**config.mk**
```make
export PLATFORM = sky130hd
export DESIGN_NAME = humidity_temp_frame_checker_unit
export DESIGN_NICKNAME = d
export VERILOG_FILES = /design/src/design/htfc_pkg.sv /design/src/design/humidity_temp_frame_checker_unit.sv
export SDC_FILE = /design/constraint.sdc
export NUM_CORES = 1
export LEC_CHECK = 0
export ABC_AREA = 1
export ABC_CLOCK_PERIOD_IN_PS = 18800
export BUFFER_PORTS_ARGS = -buffer_cell sky130_fd_sc_hd__clkbuf_2
export CORE_UTILIZATION = 60
export DETAILED_ROUTE_END_ITERATION = 7
export PLACE_DENSITY = 0.78
export SLEW_MARGIN = 5
export SYNTH_ARGS = -nofsm -noshare
export SYNTH_HDL_FRONTEND = slang
export SYNTH_SLANG_ARGS = --single-unit
```
**constraint.sdc**
```tcl
create_clock -name clock -period 18.8 [get_ports clock]
set_clock_uncertainty 0.15 [all_clocks]
set_input_delay 1.88 -clock clock [delete_from_list [all_inputs] [get_ports clock]]
set_output_delay 1.88 -clock clock [all_outputs]
set_load 0.05 [all_outputs]
```
**src/design/htfc_pkg.sv**
```systemverilog
// Shared constants and the CRC-8 byte step for the humidity/temperature frame checker.
// No dependencies; used by humidity_temp_frame_checker_unit.
package htfc_pkg;

   localparam logic [7:0]  CrcPoly     = 8'h31;
   localparam logic [7:0]  CrcInit     = 8'hFF;
   localparam logic [10:0] TempScale   = 11'd1750;
   localparam logic [11:0] TempOffset  = 12'd450;
   localparam logic [9:0]  HumScale    = 10'd1000;

   localparam logic [2:0] PosTempHi  = 3'd0;
   localparam logic [2:0] PosTempLo  = 3'd1;
   localparam logic [2:0] PosTempCrc = 3'd2;
   localparam logic [2:0] PosHumHi   = 3'd3;
   localparam logic [2:0] PosHumLo   = 3'd4;
   localparam logic [2:0] PosHumCrc  = 3'd5;

   function automatic logic [7:0] crc8_byte(input logic [7:0] crc, input logic [7:0] data);
      logic [7:0] c;
      c = crc ^ data;
      for (int i = 0; i < 8; i++) begin
         if (c[7]) begin
            c = {c[6:0], 1'b0} ^ CrcPoly;
         end else begin
            c = {c[6:0], 1'b0};
         end
      end
      return c;
   endfunction

endpackage

```
**src/design/humidity_temp_frame_checker_unit.sv**
```systemverilog
// Humidity/temperature sensor frame checker: CRC-8 checks, raw pair store and scaling.
// Depends on htfc_pkg.
//
// The block takes one frame byte per transaction on the req_ channel and accepts a new byte in
// every clock cycle; a byte is registered, then checked by an unrolled CRC-8 step (polynomial
// 0x31, start 0xFF per word), so the sustained rate is one byte per cycle while results are taken.
// Six bytes make a frame: temperature high, low and CRC, then humidity high, low and CRC. The
// sixth byte, once registered, is checked and sent to the output register as one rsp_ transaction
// carrying the scaled stored pair (tenths of a degree and tenths of a percent) and both CRC
// verdicts; the stored pair is updated only when both CRCs match. A set req_tuser bit restarts
// the frame at the current byte. The result sits in an output register, so input keeps flowing
// while it waits to be taken, until the next frame's last byte has to wait in the input register.
module humidity_temp_frame_checker_unit (
   input  logic        clock,
   input  logic        reset,
   input  logic        req_tvalid,
   output logic        req_tready,
   input  logic [7:0]  req_tdata,   // [7:0] rx_byte
   input  logic        req_tuser,   // [0] frame_start
   output logic        rsp_tvalid,
   input  logic        rsp_tready,
   output logic [23:0] rsp_tdata    // [11:0] temperature_tenths, [21:12] humidity_tenths,
                                    // [22] temperature_crc_ok, [23] humidity_crc_ok
);

   logic        s1_valid_ff, s1_valid_in;
   logic [7:0]  s1_byte_ff;
   logic        s1_start_ff;
   logic [2:0]  pos_ff, pos_in;
   logic [7:0]  crc_ff, crc_in;
   logic [15:0] word_ff, word_in;
   logic [15:0] pend_raw_ff, pend_raw_in;
   logic        pend_ok_ff, pend_ok_in;
   logic [15:0] stored_t_ff, stored_t_in;
   logic [15:0] stored_h_ff, stored_h_in;
   logic        rsp_valid_ff, rsp_valid_in;
   logic [23:0] rsp_data_ff, rsp_data_in;

   logic [2:0]  s1_pos;
   logic        s1_emit;
   logic        s1_adv;
   logic        hum_ok;
   logic [26:0] t_prod;
   logic [25:0] h_prod;
   logic [11:0] t_tenths;
   logic [9:0]  h_tenths;

   always_comb begin
      s1_pos = (s1_start_ff || (pos_ff > htfc_pkg::PosHumCrc)) ? htfc_pkg::PosTempHi : pos_ff;
      s1_emit = s1_valid_ff && (s1_pos == htfc_pkg::PosHumCrc);
      s1_adv = s1_valid_ff && (!s1_emit || !rsp_valid_ff || rsp_tready);
      req_tready = !s1_valid_ff || s1_adv;
      s1_valid_in = (req_tvalid && req_tready) ? 1'b1 : (s1_adv ? 1'b0 : s1_valid_ff);

      pos_in = pos_ff;
      crc_in = crc_ff;
      word_in = word_ff;
      pend_raw_in = pend_raw_ff;
      pend_ok_in = pend_ok_ff;
      stored_t_in = stored_t_ff;
      stored_h_in = stored_h_ff;
      hum_ok = (crc_ff == s1_byte_ff);

      if (s1_adv) begin
         case (s1_pos)
            htfc_pkg::PosTempHi, htfc_pkg::PosHumHi: begin
               crc_in = htfc_pkg::crc8_byte(htfc_pkg::CrcInit, s1_byte_ff);
               word_in = {s1_byte_ff, 8'h00};
               pos_in = s1_pos + 3'd1;
            end
            htfc_pkg::PosTempLo, htfc_pkg::PosHumLo: begin
               crc_in = htfc_pkg::crc8_byte(crc_ff, s1_byte_ff);
               word_in = {word_ff[15:8], s1_byte_ff};
               pos_in = s1_pos + 3'd1;
            end
            htfc_pkg::PosTempCrc: begin
               pend_ok_in = (crc_ff == s1_byte_ff);
               pend_raw_in = word_ff;
               crc_in = htfc_pkg::CrcInit;
               pos_in = htfc_pkg::PosHumHi;
            end
            default: begin
               crc_in = htfc_pkg::CrcInit;
               pos_in = htfc_pkg::PosTempHi;
               if (hum_ok && pend_ok_ff) begin
                  stored_t_in = pend_raw_ff;
                  stored_h_in = word_ff;
               end
            end
         endcase
      end

      t_prod = 27'(stored_t_in) * 27'(htfc_pkg::TempScale);
      h_prod = 26'(stored_h_in) * 26'(htfc_pkg::HumScale);
      t_tenths = 12'(t_prod[26:16]) - htfc_pkg::TempOffset;
      h_tenths = h_prod[25:16];
      rsp_data_in = {hum_ok, pend_ok_ff, h_tenths, t_tenths};

      if (s1_emit && s1_adv) begin
         rsp_valid_in = 1'b1;
      end else if (rsp_tready) begin
         rsp_valid_in = 1'b0;
      end else begin
         rsp_valid_in = rsp_valid_ff;
      end
   end

   always_ff @(posedge clock) begin
      if (reset) begin
         s1_valid_ff <= 1'b0;
         pos_ff <= htfc_pkg::PosTempHi;
         crc_ff <= htfc_pkg::CrcInit;
         word_ff <= 16'h0000;
         pend_raw_ff <= 16'h0000;
         pend_ok_ff <= 1'b0;
         stored_t_ff <= 16'h0000;
         stored_h_ff <= 16'h0000;
         rsp_valid_ff <= 1'b0;
      end else begin
         s1_valid_ff <= s1_valid_in;
         pos_ff <= pos_in;
         crc_ff <= crc_in;
         word_ff <= word_in;
         pend_raw_ff <= pend_raw_in;
         pend_ok_ff <= pend_ok_in;
         stored_t_ff <= stored_t_in;
         stored_h_ff <= stored_h_in;
         rsp_valid_ff <= rsp_valid_in;
      end
   end

   always_ff @(posedge clock) begin
      if (req_tvalid && req_tready) begin
         s1_byte_ff <= req_tdata;
         s1_start_ff <= req_tuser;
      end
      if (s1_emit && s1_adv) begin
         rsp_data_ff <= rsp_data_in;
      end
   end

   assign rsp_tvalid = rsp_valid_ff;
   assign rsp_tdata = rsp_data_ff;

   a_pos_range: assert property (@(posedge clock) disable iff (reset)
      pos_ff <= htfc_pkg::PosHumCrc)
      else $error("byte position left the frame range");

   a_emit_stall: assert property (@(posedge clock) disable iff (reset)
      (s1_emit && rsp_valid_ff && !rsp_tready) |-> !s1_adv)
      else $error("result overwritten while the output register was still full");

   a_crc_restart: assert property (@(posedge clock) disable iff (reset)
      (s1_adv && (s1_pos == htfc_pkg::PosTempCrc || s1_pos == htfc_pkg::PosHumCrc))
      |=> (crc_ff == htfc_pkg::CrcInit))
      else $error("CRC not restarted after a check byte");

   a_store_good: assert property (@(posedge clock) disable iff (reset)
      (s1_emit && s1_adv && hum_ok && pend_ok_ff)
      |=> (stored_t_ff == $past(pend_raw_ff) && stored_h_ff == $past(word_ff)))
      else $error("good frame did not update the stored pair");

   a_store_hold: assert property (@(posedge clock) disable iff (reset)
      !(s1_emit && s1_adv) |=> ($stable(stored_t_ff) && $stable(stored_h_ff)))
      else $error("stored pair changed outside the end of a frame");

endmodule
```
# After elaboration in Yosys (flattened, before gate mapping)
# Cells that the tools add are included.
[totals]
regBits = 111
in_bits = 13
out_inout_bits = 26
[classes]
add_sub_neg = 2
multipliers = 2
n_lt_le_gt_ge = 1
n_eq_ne = 6
muxes = 58
bitwise = 19
reduce_logical = 23
[op_table]
columns = ["operator", "count"]
rows = [
  ["$mux W8", 28],
  ["$mux W16", 6],
  ["$mux W6", 16],
  ["$not A3 Y3", 16],
  ["$pmux W16 S2", 1],
  ["$mul A16 B10 Y26 const B", 1],
  ["$mul A16 B7 Y23 const B", 1],
  ["$pmux W8 S2", 1],
  ["$sub A11 B9 Y12 const B", 1],
  ["$eq A8 B8 Y1", 1],
  ["$not A8 Y8", 1],
  ["$xor A8 B8 Y8", 1],
  ["$eq A3 B2 Y1 const B", 2],
  ["$eq A3 B3 Y1 const B", 2],
  ["$pmux W3 S2", 1],
  ["$reduce_bool A2 Y1", 3],
  ["$logic_and A1 B1 Y1", 5],
  ["$reduce_or A5 Y1", 1],
  ["$logic_or A1 B1 Y1", 4],
  ["$mux W1", 4],
  ["$reduce_and A2 Y1", 2],
  ["$reduce_or A2 Y1", 2],
  ["$reduce_or A4 Y1", 1],
  ["$add A3 B1 Y3 const B", 1],
  ["other kinds (7)", 9],
]

# Logic depth before layout (Yosys ltp)
# Gate-level depths: netlist of run 1.
[depth]
depth_word = 37
mapped_depth = 42

# Worst setup path before layout of run 1
# No wires, ideal clock.
[synth_timing]
path_type = "input to register"
from = "input rsp_tready"
to = "register rsp_data_ff[9], in the netlist rsp_tdata[9] (data pin)"
setup_ns = 0.253
t_arrival_ns = 7.404
required_time_ns = 18.397
slack_ns = 10.993
stages = 32
path_cell_list = "nor2_1 a21boi_2 nand3_4 clkbuf_1 clkbuf_1 nand2_1 o21ai_0 inv_1 ha_1 inv_1 fa_1 inv_1 fa_1 fa_1 inv_1 fa_1 inv_1 ha_1 nand2_1 nor2_1 nor2_1 a21boi_0 nand2_1 nand2_1 nand2_1 inv_1 ha_1 inv_1 nor2_4 nand2_4 nand3b_1 nand2_1"
[synth_between]
elab_chain_len = 5
[synth_rtl]
columns = ["element", "line_no", "text"]
rows = [
  ["start: declaration", "humidity_temp_frame_checker_unit.sv:21", "input logic rsp_tready,"],
  ["$logic_or A1 B1 Y1", "humidity_temp_frame_checker_unit.sv:51", "s1_adv = s1_valid_ff && (!s1_emit || !rsp_valid_ff || rsp_tready);"],
  ["$logic_and A1 B1 Y1", "humidity_temp_frame_checker_unit.sv:51", ""],
  ["$mux W16", "humidity_temp_frame_checker_unit.sv:64", "if (s1_adv) begin"],
  ["net stored_t_in[14]", "humidity_temp_frame_checker_unit.sv:34", "logic [15:0] stored_t_ff, stored_t_in;"],
  ["$mul A16 B10 Y26", "humidity_temp_frame_checker_unit.sv:93", "t_prod = 27'(stored_t_in) * 27'(htfc_pkg::TempScale);"],
  ["$sub A11 B9 Y12", "humidity_temp_frame_checker_unit.sv:95", "t_tenths = 12'(t_prod[26:16]) - htfc_pkg::TempOffset;"],
  ["net t_tenths[9]", "humidity_temp_frame_checker_unit.sv:45", "logic [11:0] t_tenths;"],
  ["end signal: assignment", "humidity_temp_frame_checker_unit.sv:138", "rsp_data_ff <= rsp_data_in;"],
  ["end: declaration", "humidity_temp_frame_checker_unit.sv:37", "logic [23:0] rsp_data_ff, rsp_data_in;"],
]
# The timed path passes the listed nets, and every way through them passes these cells.
# A chain may end at the register's enable or synchronous reset.

# Worst setup path after layout of run 1
[layout_timing]
from = "input rsp_tready"
to = "register rsp_data_ff[7], in the netlist rsp_tdata[7] (data pin)"
# Same word-level chain as after synthesis.

==> qor.csv, run 1 <==
stage;metric;value;unit
place;post-placement cell count;1542;
grt;first-pass GRT wire length;38.2;mm
finish;layout cells sized above 1;8.48;%
sta;RSZ-0062 raised after global routing;false;
sta;final worst slack;10.06;ns
finish;post-route non-filler standard cell count;1558;
grt;GRT Util Overall;26.1;%
setup_path;CP arrival;8.69;ns
finish;area growth from synthesis to layout;7.01;%
setup_path;CP startpoint kind;input pin;
routing;Initial DRT Pass Iterations;6;
routing;Post-route DRC;0;
clock_tree;TritonCTS clock tree;yes;
die;row cnt;48;
place;Port Buffer Count;38;
yosys;Synth Instances;1294;
clock_tree;clock slew seen by the registers of the worst setup and hold paths;0.07;ns
die;core area;0.0175;mm2
finish;fillers;1476;
clock_tree;clk sink count;111;
power;LEAKAGE;6.66;nW
setup_path;CP Max Fanout;62;
sta;Setup TNS Final;0;ns
setup_path;WP data required;18.75;ns
grt;initial antenna violation count;0;
finish;Nets;1596;
die;height of the die;137;um
hold_path;HP Class;flop to flop;
setup_path;critical path class;input pin to flop;
clock_tree;Max clock buf depth;2;
sta;fmax;114;MHz
yosys;synthesis-stage register bit count;111;
sta;final hold slack;0.295;ns
clock_tree;setup bufs post-CTS;0;
finish;ant diodes;0;
yosys;Yosys warnings;0;
sta;relative slew slack;35.2;%
clock_tree;TritonCTS buffer count;9;
outcome;status;finished, final reports clean;
power;Pwr Density;42.1;mW/mm2
run;Max-Cap Viols;0;
yosys;fraction of registers with async set/reset;0;%
place;Place WS;9.80;ns
yosys;Mean Syn Cell Area;8.45;um2
routing;DR vias/cell;5.28;
finish;Layout Utilization;66.7;%
yosys;register area share after synthesis;23.4;%
routing;wire per inst;14.5;um
sta;endpoints failing hold;0;
routing;via count;8232;
die;I/O pin count;39;
clock_tree;clock root cell;clkbuf_16;
routing;Routed WL;22.6;mm
sta;Slew Limit Fails;0;
routing;initial DRC count;380;
yosys;Post-synth EDFFs;33;
grt;vias in the first global route;8393;
place;hpwl dp;18.9;mm
sta;fin crit share;46.5;%
sta;fin crit period;8.74;ns
routing;DRT antenna net count;0;
die;Starting Density;62.3;%
clock_tree;CTS resizes;0;
power;worst vdd ir;0.0429;mV
sta;Slew @ Worst Pin;0.972;ns
yosys;Yosys top cell by area;fa_1;
grt;GR Overflow Total;0;
die;die area;0.0188;mm2
clock_tree;worst skew pair latency;0.35;ns
yosys;Main synth FF type;dfxtp_1;
yosys;mapped cell area;0.0109;mm2
place;RD Place Congestion;0.897;
yosys;Synth top area share;19.6;%
sta;Final Setup Violations;0;
clock_tree;hold buffers post-CTS;0;
clock_tree;H-tree depth;3;
setup_path;CP Capture Type;flop;
die;Die Wd;137;um
grt;pin count of the biggest net entering global routing;63;
yosys;library cells used by synthesis;47;
yosys;syn nets;1562;
yosys;top cells by area, synth;fa_1 (20%), ha_1 (17%), dfxtp_1 (14%);
Yosys cell counts (2+ instances only):
cell type  number
nor2_2          6
o21bai_1        3
edfxtp_1       33
ha_1          148
clkbuf_1       21
nand2_4         3
nor2_1         77
o21a_1          5
inv_1         289
dfxtp_1        78
xnor2_1        20
a21boi_0        2
a211oi_1        2
xor2_1         32
nand4_1        10
o21ai_0        88
o21ai_1         5
nand2_2        16
a21o_1          6
a31oi_1         3
inv_2          11
nand2_1       173
nor3_1         12
nand3_2         5
fa_1          107
o22ai_1         6
nand3b_1        2
nor2_4          4
a21oi_1        83
nand3_1        27
critical path, stage by stage:
cell,delay [ns]
clkbuf_2,0.08
nor2_1,0.07
a21boi_2,0.52
nand3_4,0.58
o21ai_0,0.72
inv_1,0.25
ha_1,0.38
fa_1,0.54
fa_1,0.53
fa_1,0.54
inv_1,0.05
fa_1,0.52
inv_1,0.05
ha_1,0.34
nand2_1,0.17
nor2_1,0.07
nor2_1,0.12
a21boi_0,0.27
nand2_1,0.12
nand2_1,0.07
nand2_1,0.09
inv_1,0.08
ha_1,0.19
inv_1,0.10
nor2_4,0.14
nand2_4,0.08
nand3_1,0.08
nand2_1,0.07
area by class of cell:
| type | instances | area, um2 | share of cell area [%] |
|---|---|---|---|
| multi-input cells | 861 | 7170 | 61.3 |
| inverters | 301 | 1130 | 9.66 |
| flip-flops and latches | 111 | 2550 | 21.8 |
| well taps | 225 | 282 | 2.41 |
| clock buffers | 10 | 250 | 2.14 |
| repair buffers | 44 | 235 | 2.01 |
| clock inverters | 6 | 75.1 | 0.642 |
metal layers:
metal / vias up / wire [um] / track usage (%)
met1: 3927 / 9960 / 31.7
met5: - / 0 / 0
met4: 0 / 517 / 8.12
met3: 38 / 533 / 2.22
met2: 128 / 11600 / 48.3
li1: 4139 / - / -
sequential cells by signal, summed over array words and instances, names as in the netlist:
| name | flops |
|---|---|
| stored_t_ff | 16 |
| crc_ff | 8 |
| pend_ok_ff | 1 |
| rsp_tdata | 24 |
| s1_byte_ff | 8 |
| rsp_tvalid | 1 |
| stored_h_ff | 16 |
| pos_ff | 3 |
| s1_valid_ff | 1 |
| s1_start_ff | 1 |
| pend_raw_ff | 16 |
| word_ff | 16 |
logic make-up after synthesis:
logic type | Yosys count | share of synthesized area (%)
xor+xnor | 53 | 4.32
buf+inv | 322 | 11.1
simple gates | 341 | 14.2
flops | 111 | 23.4
fa+ha+maj | 255 | 36.5
compound gates | 212 | 10.6
worst paths after layout:
check	start	end	slack (ns)	cells after the start
worst max-delay path	rsp_tready	rsp_tdata[7]$_DFFE_PP_	10.06	28
worst min-delay path	pend_ok_ff$_SDFFE_PP0P_	rsp_tdata[22]$_DFFE_PP_	0.30	0
worst max register to register	s1_start_ff$_DFFE_PP_	rsp_tdata[7]$_DFFE_PP_	10.45	33
worst min register to register	pend_ok_ff$_SDFFE_PP0P_	rsp_tdata[22]$_DFFE_PP_	0.30	0
metrics by stage:
stage / instance area (um2) / total power [mW]
6_report: 11700 / 0.492
2_1_floorplan: 10900 / 0.287
3_3_place_gp: 11400 / 0.294
3_5_place_dp: 11400 / 0.295
4_1_cts: 11700 / 0.495
5_1_grt: 11700 / 0.509
where the power goes:
part,switching (mW),internal [mW]
Clock,0.0883,0.113
Sequential,0.00462,0.250
Combinational,0.0228,0.0133
Total,0.116,0.376
cell usage in the layout, fill, tap and decap left out, drive strengths merged, types with 48 or more instances in the layout:
cell	count
inv	302
nand2	192
ha	148
fa	107
o21ai	93
nor2	88
a21oi	84
dfxtp	78
clkbuf	48
Note: power is estimated with default switching activity, not from simulation.
==> run 2, diff against run 1 <==
--- a/config.mk
+++ b/config.mk
@@ -6,7 +6,7 @@
 export NUM_CORES = 1
 export LEC_CHECK = 0
 export ABC_AREA = 1
-export ABC_CLOCK_PERIOD_IN_PS = 18800
+export ABC_CLOCK_PERIOD_IN_PS = 8850
 export BUFFER_PORTS_ARGS = -buffer_cell sky130_fd_sc_hd__clkbuf_2
 export CORE_UTILIZATION = 60
 export DETAILED_ROUTE_END_ITERATION = 7
==> constraint.sdc (replaced) <==
create_clock -name clock -period 8.85 [get_ports clock]
set_clock_uncertainty 0.15 [all_clocks]
set_input_delay 0.885 -clock clock [delete_from_list [all_inputs] [get_ports clock]]
set_output_delay 0.885 -clock clock [all_outputs]
set_load 0.05 [all_outputs]
==> qor.csv, run 2 (synthesis results as in run 1) <==
stage;metric;value;unit
setup_path;worst reg-to-reg setup slack;0.85;ns
clock_tree;clock root cell;clkbuf_16;
routing;Routed WL;22.7;mm
clock_tree;TritonCTS buffer count;9;
clock_tree;H-tree depth;3;
grt;GR peak layer;met2;
grt;grt met3 use;3.00;%
sta;Slew @ Worst Pin;1.10;ns
setup_path;CP Launch Point;s1_start_ff$_DFFE_PP_;
die;height of the die;137;um
setup_path;R2R Path Start;s1_start_ff$_DFFE_PP_;
place;Place WS;0.949;ns
sta;fmax;125;MHz
clock_tree;hold buffers post-CTS;0;
setup_path;WP data required;8.82;ns
finish;layout cells sized above 1;8.55;%
clock_tree;clk sink count;111;
finish;ant diodes;0;
finish;post-route non-filler standard cell count;1559;
die;core area;0.0175;mm2
setup_path;critical path class;flop to flop;
sta;fin crit period;8.00;ns
setup_path;Most common cell on crit path;nand2_1;
sta;relative slew slack;26.7;%
routing;Initial DRT Pass Iterations;5;
hold_path;hold endpoint;pend_raw_ff[4]$_SDFFE_PP0P_;
place;RD Place Congestion;0.924;
clock_tree;CTS resizes;0;
grt;GRT Util Overall;26.6;%
finish;fin area;0.0117;mm2
routing;Post-route DRC;0;
finish;most frequent cells in the layout;inv_1 (289), nand2_1 (173), ha_1 (148), fa_1 (107), o21ai_0 (88);
routing;DRT antenna net count;0;
die;row cnt;48;
setup_path;R2R cell count;36;
setup_path;CP arrival;7.97;ns
hold_path;Hold Crit Start;pend_raw_ff[4]$_SDFFE_PP0P_;
die;I/O pin count;39;
setup_path;CP startpoint kind;flop;
place;post-placement cell count;1543;
power;Switching Share;25.8;%
grt;pin count of the biggest net entering global routing;47;
sta;fin crit share;90.4;%
setup_path;CP peak stage delay;0.58;ns
power;sequential share of power;52.9;%
setup_path;CP Capture Type;flop;
sta;Final Setup Violations;0;
clock_tree;clock slew seen by the registers of the worst setup and hold paths;0.08;ns
finish;max FFs per register;24;
place;placed inst area;0.0114;mm2
sta;final worst slack;0.853;ns
power;cell internal pwr;0.758;mW
place;Port Buffer Count;38;
grt;vias in the first global route;8369;
clock_tree;Max clock buf depth;2;
hold_path;HP Class;flop to flop;
routing;DR vias/cell;5.30;
grt;GR Util met1;34.0;%
power;total power;1.02;mW
finish;Nets;1597;
power;clock share of power;39.5;%
clock_tree;worst skew pair latency;0.37;ns
run;Max-Cap Viols;0;
sta;endpoints failing hold;0;
routing;initial DRC count;475;
setup_path;R2R Path End;rsp_tdata[10]$_DFFE_PP_;
die;Die Wd;137;um
outcome;status;finished, final reports clean;
hold_path;Hold Path Depth;2;
sta;RSZ-0062 raised after global routing;false;
power;combinational fraction of design power;7.6;%
clock_tree;TritonCTS clock tree;yes;
setup_path;slowest library cell on the worst path;fa_1;
grt;initial antenna violation count;0;
sta;Setup TNS Final;0;ns
setup_path;CP Max Fanout;44;
clock_tree;setup bufs post-CTS;0;
grt;GR Overflow Total;0;
finish;area growth from synthesis to layout;6.75;%
place;hpwl dp;18.7;mm
power;Pwr Density;87.5;mW/mm2
power;LEAKAGE;6.65;nW
grt;first-pass GRT wire length;38.9;mm
routing;via count;8270;
power;P_sw;0.263;mW
finish;commonest non-fill, non-tap cell in the layout;inv_1;
grt;GR Util met2;46.6;%
routing;wire per inst;14.6;um
die;die area;0.0188;mm2
power;worst vdd ir;0.107;mV
die;Starting Density;62.3;%
sta;Slew Limit Fails;0;
[run 2: cell count changes in the layout (fill, tap and decap cells not counted)]
cell,previous run,this run
buf_4,6,7
bufinv_16,1,0
clkbuf_1,0,1
clkbuf_16,10,9
clkinv_1,2,1
clkinv_2,1,0
clkinvlp_4,0,1
inv_6,1,3
[run 2: power by group through the flow]
stage,Combinational (mW),Sequential (mW),Clock [mW]
after global placement,0.0745,0.551,0
after global routing,0.0870,0.541,0.428
after CTS,0.0771,0.540,0.410
after detailed placement,0.0762,0.552,0
after floorplan,0.0615,0.548,0
final,0.0776,0.540,0.403
[run 2: worst max-delay path: cells and delay by family (launching register included)]
family	cells	cell delay, ns
xor+xnor	1	0.19
compound gates	6	1.40
fa+ha+maj	7	2.65
simple gates	17	2.47
buf+inv	5	0.48
flops	1	0.39
[run 2: worst max-delay path by stage]
stage,end,slack (ns),depth (start not counted)
after floorplan,rsp_tdata[9]$_DFFE_PP_,1.79,37
after global placement,rsp_tdata[10]$_DFFE_PP_,1.20,36
after detailed placement,rsp_tdata[10]$_DFFE_PP_,0.95,36
after CTS,rsp_tdata[10]$_DFFE_PP_,0.88,36
after global routing,rsp_tdata[10]$_DFFE_PP_,0.16,34
final,rsp_tdata[10]$_DFFE_PP_,0.85,36
[run 2: per-stage QoR]
step	hold slack [ns]	util [%]
after floorplan	0.258	-
after global routing	0.311	66.5
after detailed placement	0.283	64.9
after CTS	0.299	66.5
after global placement	0.269	64.9
final	0.294	66.5
[run 2: per-layer routing]
metal	routed length (um)	share of wire (%)
met4	479	2.1
met2	11400	50
met1	10100	45
met3	676	3.0
met5	0	0
[run 2: area by class of cell]
cell class	count	area, um2
Timing Repair Buffer	45	243
Clock inverter	6	61.3
Fill cell	1456	5870
Tap cell	225	282
Inverter	301	1130
Multi-Input combinational cell	861	7170
Sequential cell	111	2550
Clock buffer	10	229
==> run 3, diff against run 2 <==
--- a/config.mk
+++ b/config.mk
@@ -11,6 +11,7 @@
 export CORE_UTILIZATION = 60
 export DETAILED_ROUTE_END_ITERATION = 7
 export PLACE_DENSITY = 0.78
+export RECOVER_POWER = 50
 export SLEW_MARGIN = 5
 export SYNTH_ARGS = -nofsm -noshare
 export SYNTH_HDL_FRONTEND = slang
==> qor.csv, run 3 (synthesis results as in run 1) <==
stage;metric;value;unit
finish;Layout Utilization;66.2;%
routing;DRT antenna net count;0;
sta;Setup TNS Final;0;ns
grt;GR Overflow Total;0;
setup_path;CP Max Fanout;44;
finish;most frequent cells in the layout;inv_1 (289), nand2_1 (174), ha_1 (148), fa_1 (107), o21ai_0 (88);
sta;fmax;125;MHz
clock_tree;setup bufs post-CTS;0;
setup_path;CP startpoint kind;flop;
setup_path;WP data required;8.82;ns
setup_path;Most common cell on crit path;nand2_1;
finish;layout cells sized above 1;6.22;%
routing;Initial DRT Pass Iterations;7;
outcome;status;finished, final reports clean;
finish;area of the multi-input gates;0.00714;mm2
hold_path;HP Class;flop to flop;
grt;pin count of the biggest net entering global routing;47;
die;row cnt;48;
sta;endpoints failing hold;0;
sta;final worst slack;0.825;ns
finish;max FFs per register;24;
sta;Slew @ Worst Pin;1.45;ns
die;die area;0.0188;mm2
clock_tree;H-tree depth;3;
routing;Post-route DRC;0;
clock_tree;clock root cell;clkbuf_16;
finish;fin area;0.0116;mm2
sta;RSZ-0062 raised after global routing;false;
grt;GRT Util Overall;26.6;%
clock_tree;TritonCTS buffer count;9;
clock_tree;clock slew seen by the registers of the worst setup and hold paths;0.08;ns
place;hpwl dp;18.7;mm
sta;relative slew slack;3.19;%
die;height of the die;137;um
run;Max-Cap Viols;0;
setup_path;R2R cell count;36;
power;Pwr Density;87.9;mW/mm2
routing;Routed WL;22.8;mm
setup_path;CP endpoint;rsp_tdata[10]$_DFFE_PP_;
routing;wire per inst;14.6;um
power;LEAKAGE;6.54;nW
finish;Storage cell area;0.00255;mm2
clock_tree;clk sink count;111;
finish;Nets;1597;
sta;fin crit share;90.7;%
setup_path;CP Launch Point;s1_start_ff$_DFFE_PP_;
finish;fillers;1477;
routing;initial DRC count;446;
setup_path;R2R Path End;rsp_tdata[10]$_DFFE_PP_;
die;Die Wd;137;um
clock_tree;worst skew pair latency;0.37;ns
setup_path;slowest library cell on the worst path;fa_1;
finish;ant diodes;0;
sta;Final Setup Violations;0;
setup_path;CP peak stage delay;0.58;ns
finish;commonest non-fill, non-tap cell in the layout;inv_1;
grt;initial antenna violation count;0;
setup_path;CP Capture Type;flop;
setup_path;R2R Path Start;s1_start_ff$_DFFE_PP_;
routing;via count;8263;
grt;first-pass GRT wire length;38.9;mm
setup_path;critical path class;flop to flop;
power;total power;1.02;mW
finish;area growth from synthesis to layout;6.16;%
setup_path;CP arrival;8.00;ns
place;placed inst area;0.0114;mm2
clock_tree;Max clock buf depth;2;
routing;DR vias/cell;5.30;
sta;fin crit period;8.02;ns
sta;Slew Limit Fails;0;
clock_tree;hold buffers post-CTS;0;
place;Port Buffer Count;38;
place;Place WS;0.949;ns
grt;vias in the first global route;8369;
die;core area;0.0175;mm2
power;worst vdd ir;0.107;mV
setup_path;worst reg-to-reg setup slack;0.83;ns
clock_tree;TritonCTS clock tree;yes;
clock_tree;CTS resizes;0;
die;I/O pin count;39;
place;RD Place Congestion;0.924;
die;Starting Density;62.3;%
-- run 3: cell types whose count changed in the layout (fill, tap and decap cells not counted), sizes merged --
cell / previous run / this run
clkbuf: 48 / 50
buf: 7 / 5
-- run 3: how the worst min path moves through the flow --
stage                                 start                            to  cells after the start
6_report        pend_raw_ff[4]$_SDFFE_PP0P_   pend_raw_ff[4]$_SDFFE_PP0P_                      2
3_3_place_gp        pend_ok_ff$_SDFFE_PP0P_       rsp_tdata[22]$_DFFE_PP_                      0
4_1_cts        pend_raw_ff[12]$_SDFFE_PP0P_  pend_raw_ff[12]$_SDFFE_PP0P_                      2
5_1_grt        pend_raw_ff[15]$_SDFFE_PP0P_  pend_raw_ff[15]$_SDFFE_PP0P_                      2
3_5_place_dp        pend_ok_ff$_SDFFE_PP0P_       rsp_tdata[22]$_DFFE_PP_                      0
2_1_floorplan       pend_ok_ff$_SDFFE_PP0P_       rsp_tdata[22]$_DFFE_PP_                      0
-- run 3: area by class of cell --
class                   count  area share [%]
flip-flops and latches    111            22.0
repair buffers             45            1.76
inverters                 301            9.74
clock inverters             6           0.528
clock buffers              10            1.97
well taps                 225            2.43
multi-input cells         861            61.6
-- run 3: routing by layer --
| metal | global-route usage (%) | up-vias | routed length, um |
|---|---|---|---|
| met3 | 3.00 | 39 | 684 |
| met5 | 0 | - | 0 |
| met1 | 34.0 | 3961 | 10200 |
| met2 | 46.6 | 129 | 11400 |
| li1 | - | 4134 | - |
| met4 | 8.73 | 0 | 478 |
-- run 3: critical path: cells and delay by family (launching register included) --
family | cells | cell delay [ns]
AO/OA/AOI/OAI | 6 | 1.41
XOR/XNOR | 1 | 0.19
adder cells (fa/ha/maj) | 7 | 2.65
buffers and inverters | 5 | 0.48
flip-flops | 1 | 0.39
AND/OR/NAND/NOR | 17 | 2.49
-- run 3: report_power, final --
part | internal [mW] | total [mW] | switching [mW] | leakage [nW]
registers | 0.530 | 0.540 | 0.00958 | 0.937
logic | 0.0282 | 0.0762 | 0.0480 | 5.46
clock network | 0.199 | 0.403 | 0.205 | 0.139
total | 0.757 | 1.02 | 0.262 | 6.54
-- run 3: stage by stage --
step / std cells / hold WS (ns)
after floorplan: 1294 / 0.258
after global placement: 1543 / 0.269
after detailed placement: 1543 / 0.283
after CTS: 1559 / 0.299
after global routing: 1559 / 0.311
final: 1559 / 0.296
